==> src/rtl/met_pkg.sv <==
// met_pkg: shared types and constants for the motor encoder feedback tracker
// no dependencies
package met_pkg;

  localparam int ANGLE_W = 16;
  localparam int WORD_W  = 16;
  localparam int TEMP_W  = 8;
  localparam int ID_W    = 11;
  localparam int CNT_W   = 8;
  localparam int REV_W   = 19;
  localparam int TOTAL_W = 33;
  localparam int OSLOT_W = 3;
  localparam int CFG_W   = 11;
  localparam int CAL_W   = 8;
  localparam int MUL_W   = 40;

  localparam logic [CNT_W-1:0]        CNT_MAX       = 8'd255;
  localparam logic signed [REV_W-1:0] REV_MAX       = 19'sd262143;
  localparam logic signed [REV_W-1:0] REV_MIN       = -19'sd262144;
  localparam logic [ID_W-1:0]         BASE_ID_RST   = 11'd513;
  localparam logic [CAL_W-1:0]        CAL_LIMIT_RST = 8'd50;

  typedef enum logic [0:0] {
    REG_BASE_ID   = 1'b0,
    REG_CAL_LIMIT = 1'b1
  } reg_idx_t;

  // per-slot values after the update of one word
  typedef struct packed {
    logic                      calib;
    logic [ANGLE_W-1:0]        angle;
    logic [ANGLE_W-1:0]        offset;
    logic signed [REV_W-1:0]   rev;
  } slot_upd_t;

endpackage

==> src/rtl/met_decode.sv <==
// met_decode: bus and identifier match, slot index from identifier
// depends on met_pkg
module met_decode #(
  parameter int MOTOR_COUNT = 7,
  parameter int SLOT_W      = 3
) (
  input  logic                        bus_index,
  input  logic [met_pkg::ID_W-1:0]    frame_identifier,
  input  logic [met_pkg::ID_W-1:0]    base_identifier,
  output logic                        hit,
  output logic [SLOT_W-1:0]           slot
);

  logic [met_pkg::ID_W:0] diff;

  assign diff = {1'b0, frame_identifier} - {1'b0, base_identifier};
  assign hit  = !bus_index && !diff[met_pkg::ID_W]
                && (diff < (met_pkg::ID_W+1)'(MOTOR_COUNT));
  assign slot = diff[SLOT_W-1:0];

endmodule

==> src/rtl/met_track.sv <==
// met_track: per-slot frame count, angle, offset and turn count
// depends on met_pkg
module met_track #(
  parameter int MOTOR_COUNT     = 7,
  parameter int COUNTS_PER_TURN = 8192,
  parameter int SLOT_W          = 3
) (
  input  logic                          clk,
  input  logic                          rst_n,
  input  logic                          upd_en,
  input  logic [SLOT_W-1:0]             slot,
  input  logic [met_pkg::ANGLE_W-1:0]   angle_in,
  input  logic [met_pkg::CAL_W-1:0]     calibration_limit,
  output met_pkg::slot_upd_t            upd
);

  localparam logic signed [17:0] HALF = 18'(COUNTS_PER_TURN / 2);

  logic [met_pkg::CNT_W-1:0]          cnt_r    [MOTOR_COUNT];
  logic [met_pkg::ANGLE_W-1:0]        angle_r  [MOTOR_COUNT];
  logic [met_pkg::ANGLE_W-1:0]        offset_r [MOTOR_COUNT];
  logic signed [met_pkg::REV_W-1:0]   rev_r    [MOTOR_COUNT];

  logic [met_pkg::CNT_W-1:0]          cnt;
  logic [met_pkg::CNT_W-1:0]          cnt_nxt;
  logic signed [met_pkg::REV_W-1:0]   rev;
  logic signed [met_pkg::REV_W-1:0]   rev_nxt;
  logic signed [17:0]                 delta;
  logic                               calib;

  always_comb begin
    cnt     = cnt_r[slot];
    rev     = rev_r[slot];
    calib   = cnt <= calibration_limit;
    cnt_nxt = (cnt == met_pkg::CNT_MAX) ? cnt : cnt + 1'b1;
    delta   = $signed({2'b00, angle_in}) - $signed({2'b00, angle_r[slot]});
    rev_nxt = rev;
    if (!calib) begin
      if (delta > HALF) begin
        if (rev > met_pkg::REV_MIN) rev_nxt = rev - 1'b1;
      end else if (delta < -HALF) begin
        if (rev < met_pkg::REV_MAX) rev_nxt = rev + 1'b1;
      end
    end
    upd.calib  = calib;
    upd.angle  = angle_in;
    upd.offset = calib ? angle_in : offset_r[slot];
    upd.rev    = rev_nxt;
  end

  always_ff @(posedge clk) begin
    if (!rst_n) begin
      for (int k = 0; k < MOTOR_COUNT; k++) begin
        cnt_r[k]    <= '0;
        angle_r[k]  <= '0;
        offset_r[k] <= '0;
        rev_r[k]    <= '0;
      end
    end else if (upd_en) begin
      cnt_r[slot]    <= cnt_nxt;
      angle_r[slot]  <= upd.angle;
      offset_r[slot] <= upd.offset;
      rev_r[slot]    <= upd.rev;
    end
  end

endmodule

==> src/rtl/motor_encoder_feedback_tracker.sv <==
// motor_encoder_feedback_tracker: top level, input register, result register
// depends on met_pkg, met_decode, met_track
//
//  channel | ports                          | moves
//  in      | in_valid / in_ready            | one feedback frame word
//  out     | out_valid / out_ready          | one slot update word
//  cfg     | cfg_we, cfg_index, cfg_data    | register write, no wait
//
// a word passes the input register, then the result register; one word per cycle sustained while out_ready holds
// the slot state read-modify-write, read combinationally and written at the clock edge, sets the rate
// second-bus and unknown-identifier words are dropped without a result
// reset clears all slot state and loads register defaults
// a stalled result holds while the next word waits in the input register
module motor_encoder_feedback_tracker #(
  parameter int MOTOR_COUNT     = 7,
  parameter int COUNTS_PER_TURN = 8192
) (
  input  logic                                  clk,
  input  logic                                  rst_n,
  input  logic                                  cfg_we,
  input  logic [0:0]                            cfg_index,
  input  logic [met_pkg::CFG_W-1:0]             cfg_data,
  input  logic                                  in_valid,
  output logic                                  in_ready,
  input  logic                                  in_bus_index,
  input  logic [met_pkg::ID_W-1:0]              in_frame_identifier,
  input  logic [met_pkg::ANGLE_W-1:0]           in_angle_word,
  input  logic signed [met_pkg::WORD_W-1:0]     in_speed_word,
  input  logic signed [met_pkg::WORD_W-1:0]     in_current_word,
  input  logic [met_pkg::TEMP_W-1:0]            in_temperature_byte,
  output logic                                  out_valid,
  input  logic                                  out_ready,
  output logic [met_pkg::OSLOT_W-1:0]           out_motor_slot,
  output logic                                  out_calibrating,
  output logic [met_pkg::ANGLE_W-1:0]           out_angle_now,
  output logic signed [met_pkg::WORD_W-1:0]     out_speed_rpm,
  output logic signed [met_pkg::WORD_W-1:0]     out_current_value,
  output logic [met_pkg::TEMP_W-1:0]            out_temperature,
  output logic signed [met_pkg::REV_W-1:0]      out_turn_count,
  output logic signed [met_pkg::TOTAL_W-1:0]    out_total_angle
);

  localparam int SLOT_W = (MOTOR_COUNT > 1) ? $clog2(MOTOR_COUNT) : 1;
  localparam logic signed [met_pkg::MUL_W-1:0] CPT = met_pkg::MUL_W'(COUNTS_PER_TURN);

  logic [met_pkg::ID_W-1:0]   base_id_r;
  logic [met_pkg::CAL_W-1:0]  cal_limit_r;

  logic                                s1_valid_r;
  logic                                s1_bus_r;
  logic [met_pkg::ID_W-1:0]            s1_ident_r;
  logic [met_pkg::ANGLE_W-1:0]         s1_angle_r;
  logic signed [met_pkg::WORD_W-1:0]   s1_speed_r;
  logic signed [met_pkg::WORD_W-1:0]   s1_current_r;
  logic [met_pkg::TEMP_W-1:0]          s1_temp_r;

  logic                                out_valid_r;
  logic [met_pkg::OSLOT_W-1:0]         out_slot_r;
  logic                                out_calib_r;
  logic [met_pkg::ANGLE_W-1:0]         out_angle_r;
  logic [met_pkg::ANGLE_W-1:0]         out_offset_r;
  logic signed [met_pkg::WORD_W-1:0]   out_speed_r;
  logic signed [met_pkg::WORD_W-1:0]   out_current_r;
  logic [met_pkg::TEMP_W-1:0]          out_temp_r;
  logic signed [met_pkg::REV_W-1:0]    out_rev_r;

  logic                                hit;
  logic [SLOT_W-1:0]                   slot;
  logic [3:0]                          slot_wide;
  logic                                s1_adv;
  logic                                upd_en;
  met_pkg::slot_upd_t                  upd;
  logic signed [met_pkg::MUL_W-1:0]    total;

  // configuration registers
  always_ff @(posedge clk) begin
    if (!rst_n) begin
      base_id_r   <= met_pkg::BASE_ID_RST;
      cal_limit_r <= met_pkg::CAL_LIMIT_RST;
    end else if (cfg_we) begin
      case (met_pkg::reg_idx_t'(cfg_index))
        met_pkg::REG_BASE_ID:   base_id_r   <= cfg_data;
        met_pkg::REG_CAL_LIMIT: cal_limit_r <= cfg_data[met_pkg::CAL_W-1:0];
        default: ;
      endcase
    end
  end

  assign in_ready = !s1_valid_r || s1_adv;
  assign s1_adv   = s1_valid_r && (!hit || !out_valid_r || out_ready);
  assign upd_en   = s1_adv && hit;

  // input register
  always_ff @(posedge clk) begin
    if (!rst_n) begin
      s1_valid_r <= 1'b0;
    end else if (in_ready) begin
      s1_valid_r <= in_valid;
    end
  end

  always_ff @(posedge clk) begin
    if (in_valid && in_ready) begin
      s1_bus_r     <= in_bus_index;
      s1_ident_r   <= in_frame_identifier;
      s1_angle_r   <= in_angle_word;
      s1_speed_r   <= in_speed_word;
      s1_current_r <= in_current_word;
      s1_temp_r    <= in_temperature_byte;
    end
  end

  met_decode #(
    .MOTOR_COUNT(MOTOR_COUNT),
    .SLOT_W     (SLOT_W)
  ) u_decode (
    .bus_index       (s1_bus_r),
    .frame_identifier(s1_ident_r),
    .base_identifier (base_id_r),
    .hit             (hit),
    .slot            (slot)
  );

  met_track #(
    .MOTOR_COUNT    (MOTOR_COUNT),
    .COUNTS_PER_TURN(COUNTS_PER_TURN),
    .SLOT_W         (SLOT_W)
  ) u_track (
    .clk              (clk),
    .rst_n            (rst_n),
    .upd_en           (upd_en),
    .slot             (slot),
    .angle_in         (s1_angle_r),
    .calibration_limit(cal_limit_r),
    .upd              (upd)
  );

  assign slot_wide = 4'(slot);

  // result register
  always_ff @(posedge clk) begin
    if (!rst_n) begin
      out_valid_r <= 1'b0;
    end else if (upd_en) begin
      out_valid_r <= 1'b1;
    end else if (out_ready) begin
      out_valid_r <= 1'b0;
    end
  end

  always_ff @(posedge clk) begin
    if (upd_en) begin
      out_slot_r    <= slot_wide[met_pkg::OSLOT_W-1:0];
      out_calib_r   <= upd.calib;
      out_angle_r   <= upd.angle;
      out_offset_r  <= upd.offset;
      out_rev_r     <= upd.rev;
      out_speed_r   <= upd.calib ? '0 : s1_speed_r;
      out_current_r <= upd.calib ? '0 : s1_current_r;
      out_temp_r    <= upd.calib ? '0 : s1_temp_r;
    end
  end

  // unwrapped angle from the registered turn count
  assign total = met_pkg::MUL_W'(out_rev_r) * CPT
               + $signed({24'd0, out_angle_r})
               - $signed({24'd0, out_offset_r});

  assign out_valid         = out_valid_r;
  assign out_motor_slot    = out_slot_r;
  assign out_calibrating   = out_calib_r;
  assign out_angle_now     = out_angle_r;
  assign out_speed_rpm     = out_speed_r;
  assign out_current_value = out_current_r;
  assign out_temperature   = out_temp_r;
  assign out_turn_count    = out_rev_r;
  assign out_total_angle   = total[met_pkg::TOTAL_W-1:0];

  a_load_shows: assert property (@(posedge clk) disable iff (!rst_n)
    upd_en |=> out_valid_r)
    else $error("slot update not presented as result");

  a_drop_no_stall: assert property (@(posedge clk) disable iff (!rst_n)
    (s1_valid_r && !hit) |-> s1_adv)
    else $error("dropped frame stalled the input register");

  a_calib_zero: assert property (@(posedge clk) disable iff (!rst_n)
    (out_valid_r && out_calib_r) |->
      (out_speed_r == '0 && out_current_r == '0 && out_temp_r == '0
       && out_offset_r == out_angle_r))
    else $error("calibrating result carries data or offset mismatch");

  a_no_load_over_stall: assert property (@(posedge clk) disable iff (!rst_n)
    (out_valid_r && !out_ready) |-> !upd_en)
    else $error("result overwritten while stalled");

endmodule

==> config.mk <==
export PLATFORM = sky130hd
export DESIGN_NAME = motor_encoder_feedback_tracker
export DESIGN_NICKNAME = d
export VERILOG_FILES = /design/src/rtl/met_pkg.sv /design/src/rtl/met_decode.sv /design/src/rtl/met_track.sv /design/src/rtl/motor_encoder_feedback_tracker.sv
export SDC_FILE = /design/constraint.sdc
export NUM_CORES = 1
export LEC_CHECK = 0
export BUFFER_PORTS_ARGS = -buffer_cell sky130_fd_sc_hd__buf_2
export CAP_MARGIN = 15
export CORE_ASPECT_RATIO = 1.2
export CORE_UTILIZATION = 52
export DETAILED_ROUTE_END_ITERATION = 7
export PLACE_DENSITY = 0.7
export SLEW_MARGIN = 0
export SYNTH_ARGS = -nofsm -noshare
export SYNTH_HDL_FRONTEND = slang
export SYNTH_HIERARCHICAL = 1
export SYNTH_SLANG_ARGS = --single-unit
export TNS_END_PERCENT = 5
==> constraint.sdc <==
create_clock -name clk -period 15.91 [get_ports clk]
set_input_delay 0.7955 -clock clk [delete_from_list [all_inputs] [get_ports clk]]
set_output_delay 0.7955 -clock clk [all_outputs]
set_load 0.03 [all_outputs]
; ---- Word level (Yosys, flattened, before mapping)
; Memories as Yosys holds them, arrays and structs flattened.
; Index checks and enable logic that the tools add are counted.
[classes]
eq_ne = 1
n_lt_le_gt_ge = 6
reduce_logical = 20
add_sub_neg = 7
mux = 25
bitwise = 1
[ops]
columns = operator, count
row1 = $mux 19, 6
row2 = $mux 16, 3
row3 = $add 32x17->33, 1
row4 = $sub 33x17->33, 1
row5 = $reduce_or 16->1, 2
row6 = $add 19x1->19 const B, 1
row7 = $gt 19x19->1 const B, 1
row8 = $lt 19x19->1 const B, 1
row9 = $reduce_or 19->1, 1
row10 = $sub 19x1->19 const B, 1
row11 = $gt 18x14->1 const B, 1
row12 = $lt 18x13->1 const B, 1
row13 = $sub 16x16->17, 1
row14 = $mux 8, 2
row15 = $lt 12x3->1 const B, 1
row16 = $mux 3, 4
row17 = $sub 11x11->12, 1
row18 = $mux 1, 10
row19 = $add 8x1->8 const B, 1
row20 = $eq 8x8->1 const B, 1
row21 = $le 8x8->1, 1
row22 = $reduce_or 8->1, 1
row23 = $logic_and 1x1->1, 5
row24 = $logic_not 1->1, 5
row25 = 4 further kinds, 7
[word_totals]
reg_bits = 184
elab_cells = 82
in_bits = 85
mem_count = 4
ramBits = 413
[memory_table]
columns = name, depth, width, rd, rd_ports_with_merged_regs, wr, line
row1 = u_track.rev_r, 7, 19, 1, 0, 7, met_track.sv:22  ; logic signed [met_pkg::REV_W-1:0] rev_r [MOTOR_COUNT];
row2 = u_track.angle_r, 7, 16, 1, 0, 7, met_track.sv:20  ; logic [met_pkg::ANGLE_W-1:0] angle_r [MOTOR_COUNT];
row3 = u_track.offset_r, 7, 16, 1, 0, 7, met_track.sv:21  ; logic [met_pkg::ANGLE_W-1:0] offset_r [MOTOR_COUNT];
row4 = u_track.cnt_r, 7, 8, 1, 0, 7, met_track.sv:19  ; logic [met_pkg::CNT_W-1:0] cnt_r [MOTOR_COUNT];

; ---- Depth between registers and ports, before layout
[depth]
word_depth = 14
depth_mapped = 27
ltp_nobuf = 19

; ---- Hierarchy
; Netlist, hierarchy kept.
[modules_own_cells]
columns = mod, cells_per_inst, n_inst, area_per_inst_um2, seq_area_each_um2
row1 = met_track, 1836, 1, 23219.8, 13583.0
row2 = motor_encoder_feedback_tracker, 602, 1, 8085.3, 5315.1
row3 = met_decode, 88, 1, 599.3, 0.0

; ---- Worst setup path after synthesis
; No wires, ideal clock.
[synth_path]
path_type = register -> register
from = register s1_ident_r[0] (netlist name)
to = memory u_track/angle_r[5][0] (netlist name), enable pin
setup_ns = 0.557
required_ns = 15.353
arrival_time_ns = 10.612
path_stages_with_launch = 13
path_slack_ns = 4.741
cell_sequence = edfxtp_1 > inv_1 > ha_1 > fa_1 > inv_1 > a311oi_1 > o2111ai_1 > a2111oi_0 > and4_1 > nand2_1 > nor2_1 > nand2_1 > o21ai_0
[synth_lines]
columns = item, line
row1 = "start, declared", motor_encoder_feedback_tracker.sv:51  ; logic [met_pkg::ID_W-1:0] s1_ident_r;
row2 = "start signal, assigned", motor_encoder_feedback_tracker.sv:105  ; s1_ident_r <= in_frame_identifier;
row3 = "end, declared", met_track.sv:20

==> results.txt <==
Post-Layout Cell Count -> 3527
Sequential area share after synthesis -> 59.2%
Layout cells sized above 1 -> 20.2%
Resize count post-CTS -> 0
Comb pwr share -> 19.5%
Clock tree sinks -> 656
Clock skew -> 24.4 ps
Rows -> 99
Final setup viols -> 0
Hold WC Path Type -> primary input to flip-flop
YS warnings -> 6
Antenna-violating nets left -> 0
Pwr Total -> 4.32 mW
Largest net degree at the start of global routing -> 61
Clock power frac -> 35.2%
RSZ-0062 raised after global routing -> no
Critical path type -> flip-flop to flip-flop
Post-CTS setup buffer count -> 0
VDD IR max -> 101 µV
Tcrit/Tclk final -> 42.8%
CTS tree -> built
P per Cell Area -> 122 nW/µm²
Sw Share -> 28.3%
DP Area -> 33400 µm²
Int Pwr -> 3.10 mW
Critical path capture point type -> flip-flop
Leading cell types in the layout, fill and taps excluded -> edfxtp_1, nor2_1, buf_2
Final #Nets -> 2841
#FFs+latches synth -> 656
Vias -> 21000
Pre-CTS setup slack -> 9150 ps
Synth Flop Type -> edfxtp_1
Dpl cells -> 3411
Worst slew margin -> 22.0%
Pins Over Slew Limit -> 0
Status -> finished clean
Worst endpoint data arrival time -> 7150 ps
Total track usage -> 25.4%
Clk Latency, worst-skew pair -> 650 ps
Clock Pin Slew Worst Setup and Hold Paths -> 60 ps
WL final -> 80.4 mm
Req. time, crit path -> 16250 ps
Avg WL per Cell -> 22.8 µm
Die Wd -> 228 µm
Post-synthesis cell area -> 31900 µm²
Root Driver -> clkbuf_16
Starting Density -> 52.6%
Max Cap Viol -> 0
Psw -> 1.22 mW
Post-synth ARST share -> 0%
Placer Congestion -> 0.999
CP startpoint kind -> flip-flop
Post-Syn Nets -> 2701
Initial antenna violation count -> 0
WHS -> 325 ps
Core area -> 60700 µm²
Pleak -> 13.6 nW
Area growth, synth to finish -> 11.4%
IO Pins -> 199
Post-layout util -> 58.5%
EDFF count, synth -> 576
Post-synth cell types -> 116
Port Buffers -> 198
Gate Count Post-Synth -> 2526
Number of global-route vias before repair -> 20800
Final Critical Period -> 6810 ps
Final worst slack -> 9100 ps
Grt ovf -> 0
Final hold viol count -> 0
Mapped Avg Cell Area -> 12.6 µm²
Dpl hpwl -> 50.7 mm
Die area -> 62400 µm²
CTS Hold Bufs -> 0
Drt pass-1 iters -> 5
# H-tree levels -> 2
Detailed Route Iter0 Violations -> 1837
Most common cell after layout, fill and taps aside -> edfxtp_1
Flop pwr share -> 45.3%
Sum Neg Setup Slack -> 0 ps
DR DRC count -> 0
Max Freq -> 147 MHz
First-pass GRT wire length -> 121 mm
Vias/cell -> 5.96
CTS buffer count -> 61
Worst slew pin tran -> 1170 ps
Design area -> 35500 µm²
Die Height -> 273 µm
Max clock buf depth -> 3
Crit-path max FO -> 50
metal layers:
layer / routed length [µm] / up-vias / global-route usage (%)
met2: 40100 / 945 / 44.0
met5: 0 / - / 0
met3: 5810 / 169 / 3.98
met4: 2450 / 0 / 9.41
li1: - / 9492 / -
met1: 32100 / 10400 / 32.3
area by class of cell:
cell class	instances	area, µm²
flip-flops and latches	656	18900
inverters	164	623
repair buffers	225	1190
well taps	808	1010
diodes	1	2.50
fillers	4882	25200
clock inverters	43	477
multi-input cells	1558	11700
clock buffers	72	1620
critical path: stages (launching register included):
cell,delay (ps)
edfxtp_1,380
inv_1,80
ha_1,200
fa_1,460
inv_4,410
buf_4,630
mux4_2,400
mux2i_1,310
inv_1,150
ha_1,310
and3_1,150
nand4_1,90
o21a_1,120
o31a_2,800
clkinv_1,160
buf_4,340
a211oi_1,730
a32oi_2,270
xnor2_2,380
nor2_1,110
cells by family after synthesis:
logic type               count (synthesis)  synth area share [%]
multiplexers                           177                  9.91
adder cells (fa/ha/maj)                 90                  3.67
flip-flops                             656                  59.2
buffers and inverters                  312                  4.40
XOR/XNOR                                55                  1.84
AND/OR/NAND/NOR                        874                  13.0
AO/OA/AOI/OAI                          362                  7.97
flip-flops by register name, summed over array words and instances (netlist names), 8 cells and up:
register / count
s1_ident_r: 11
out_temperature: 8
cal_limit_r: 8
out_angle_now: 16
out_current_value: 16
out_speed_rpm: 16
s1_angle_r: 16
u_track/angle_r: 128
s1_current_r: 16
out_turn_count: 19
s1_temp_r: 8
u_track/cnt_r: 64
out_offset_r: 16
u_track/offset_r: 128
s1_speed_r: 16
u_track/rev_r: 152
base_id_r: 11
final timing paths:
check        depth (start not counted)                 from                   end  slack (ps)
max                                 19        s1_ident_r[0]  u_track/rev_r[0][13]        9100
min                                  1     in_angle_word[2]         s1_angle_r[2]         320
max reg2reg                         19        s1_ident_r[0]  u_track/rev_r[0][13]        9100
min reg2reg                          2  u_track/rev_r[6][6]   u_track/rev_r[6][6]         460
power by group through the flow:
stage | combinational [mW] | sequential [mW] | clock (mW)
global placement | 0.820 | 1.99 | 0
CTS | 0.835 | 1.96 | 1.54
finish | 0.843 | 1.96 | 1.52
floorplan | 0.634 | 1.98 | 0
global route | 0.907 | 1.96 | 1.61
detailed placement | 0.832 | 2.00 | 0
Yosys cell counts, drive strengths merged (13+ instances only):
master,instances,share of area (%)
mux4,105,7.5
dfxtp,80,5.0
nor2,367,4.4
nand2b,15,0.32
xor2,18,0.68
a21o,22,0.52
a21oi,81,1.4
xnor2,37,1.2
a211oi,16,0.49
edfxtp,576,54
nand4,20,0.44
clkbuf,90,1.1
nand3,107,1.7
mux2,13,0.48
a21boi,19,0.45
buf,58,1.4
nor3,23,0.43
nor2b,58,1.1
o21ai,103,1.6
nand2,195,2.3
a31oi,14,0.27
nor4,15,0.56
mux2i,59,1.9
inv,162,1.9
ha,84,3.3
and2,25,0.50
(Power assumes the default switching activity.)
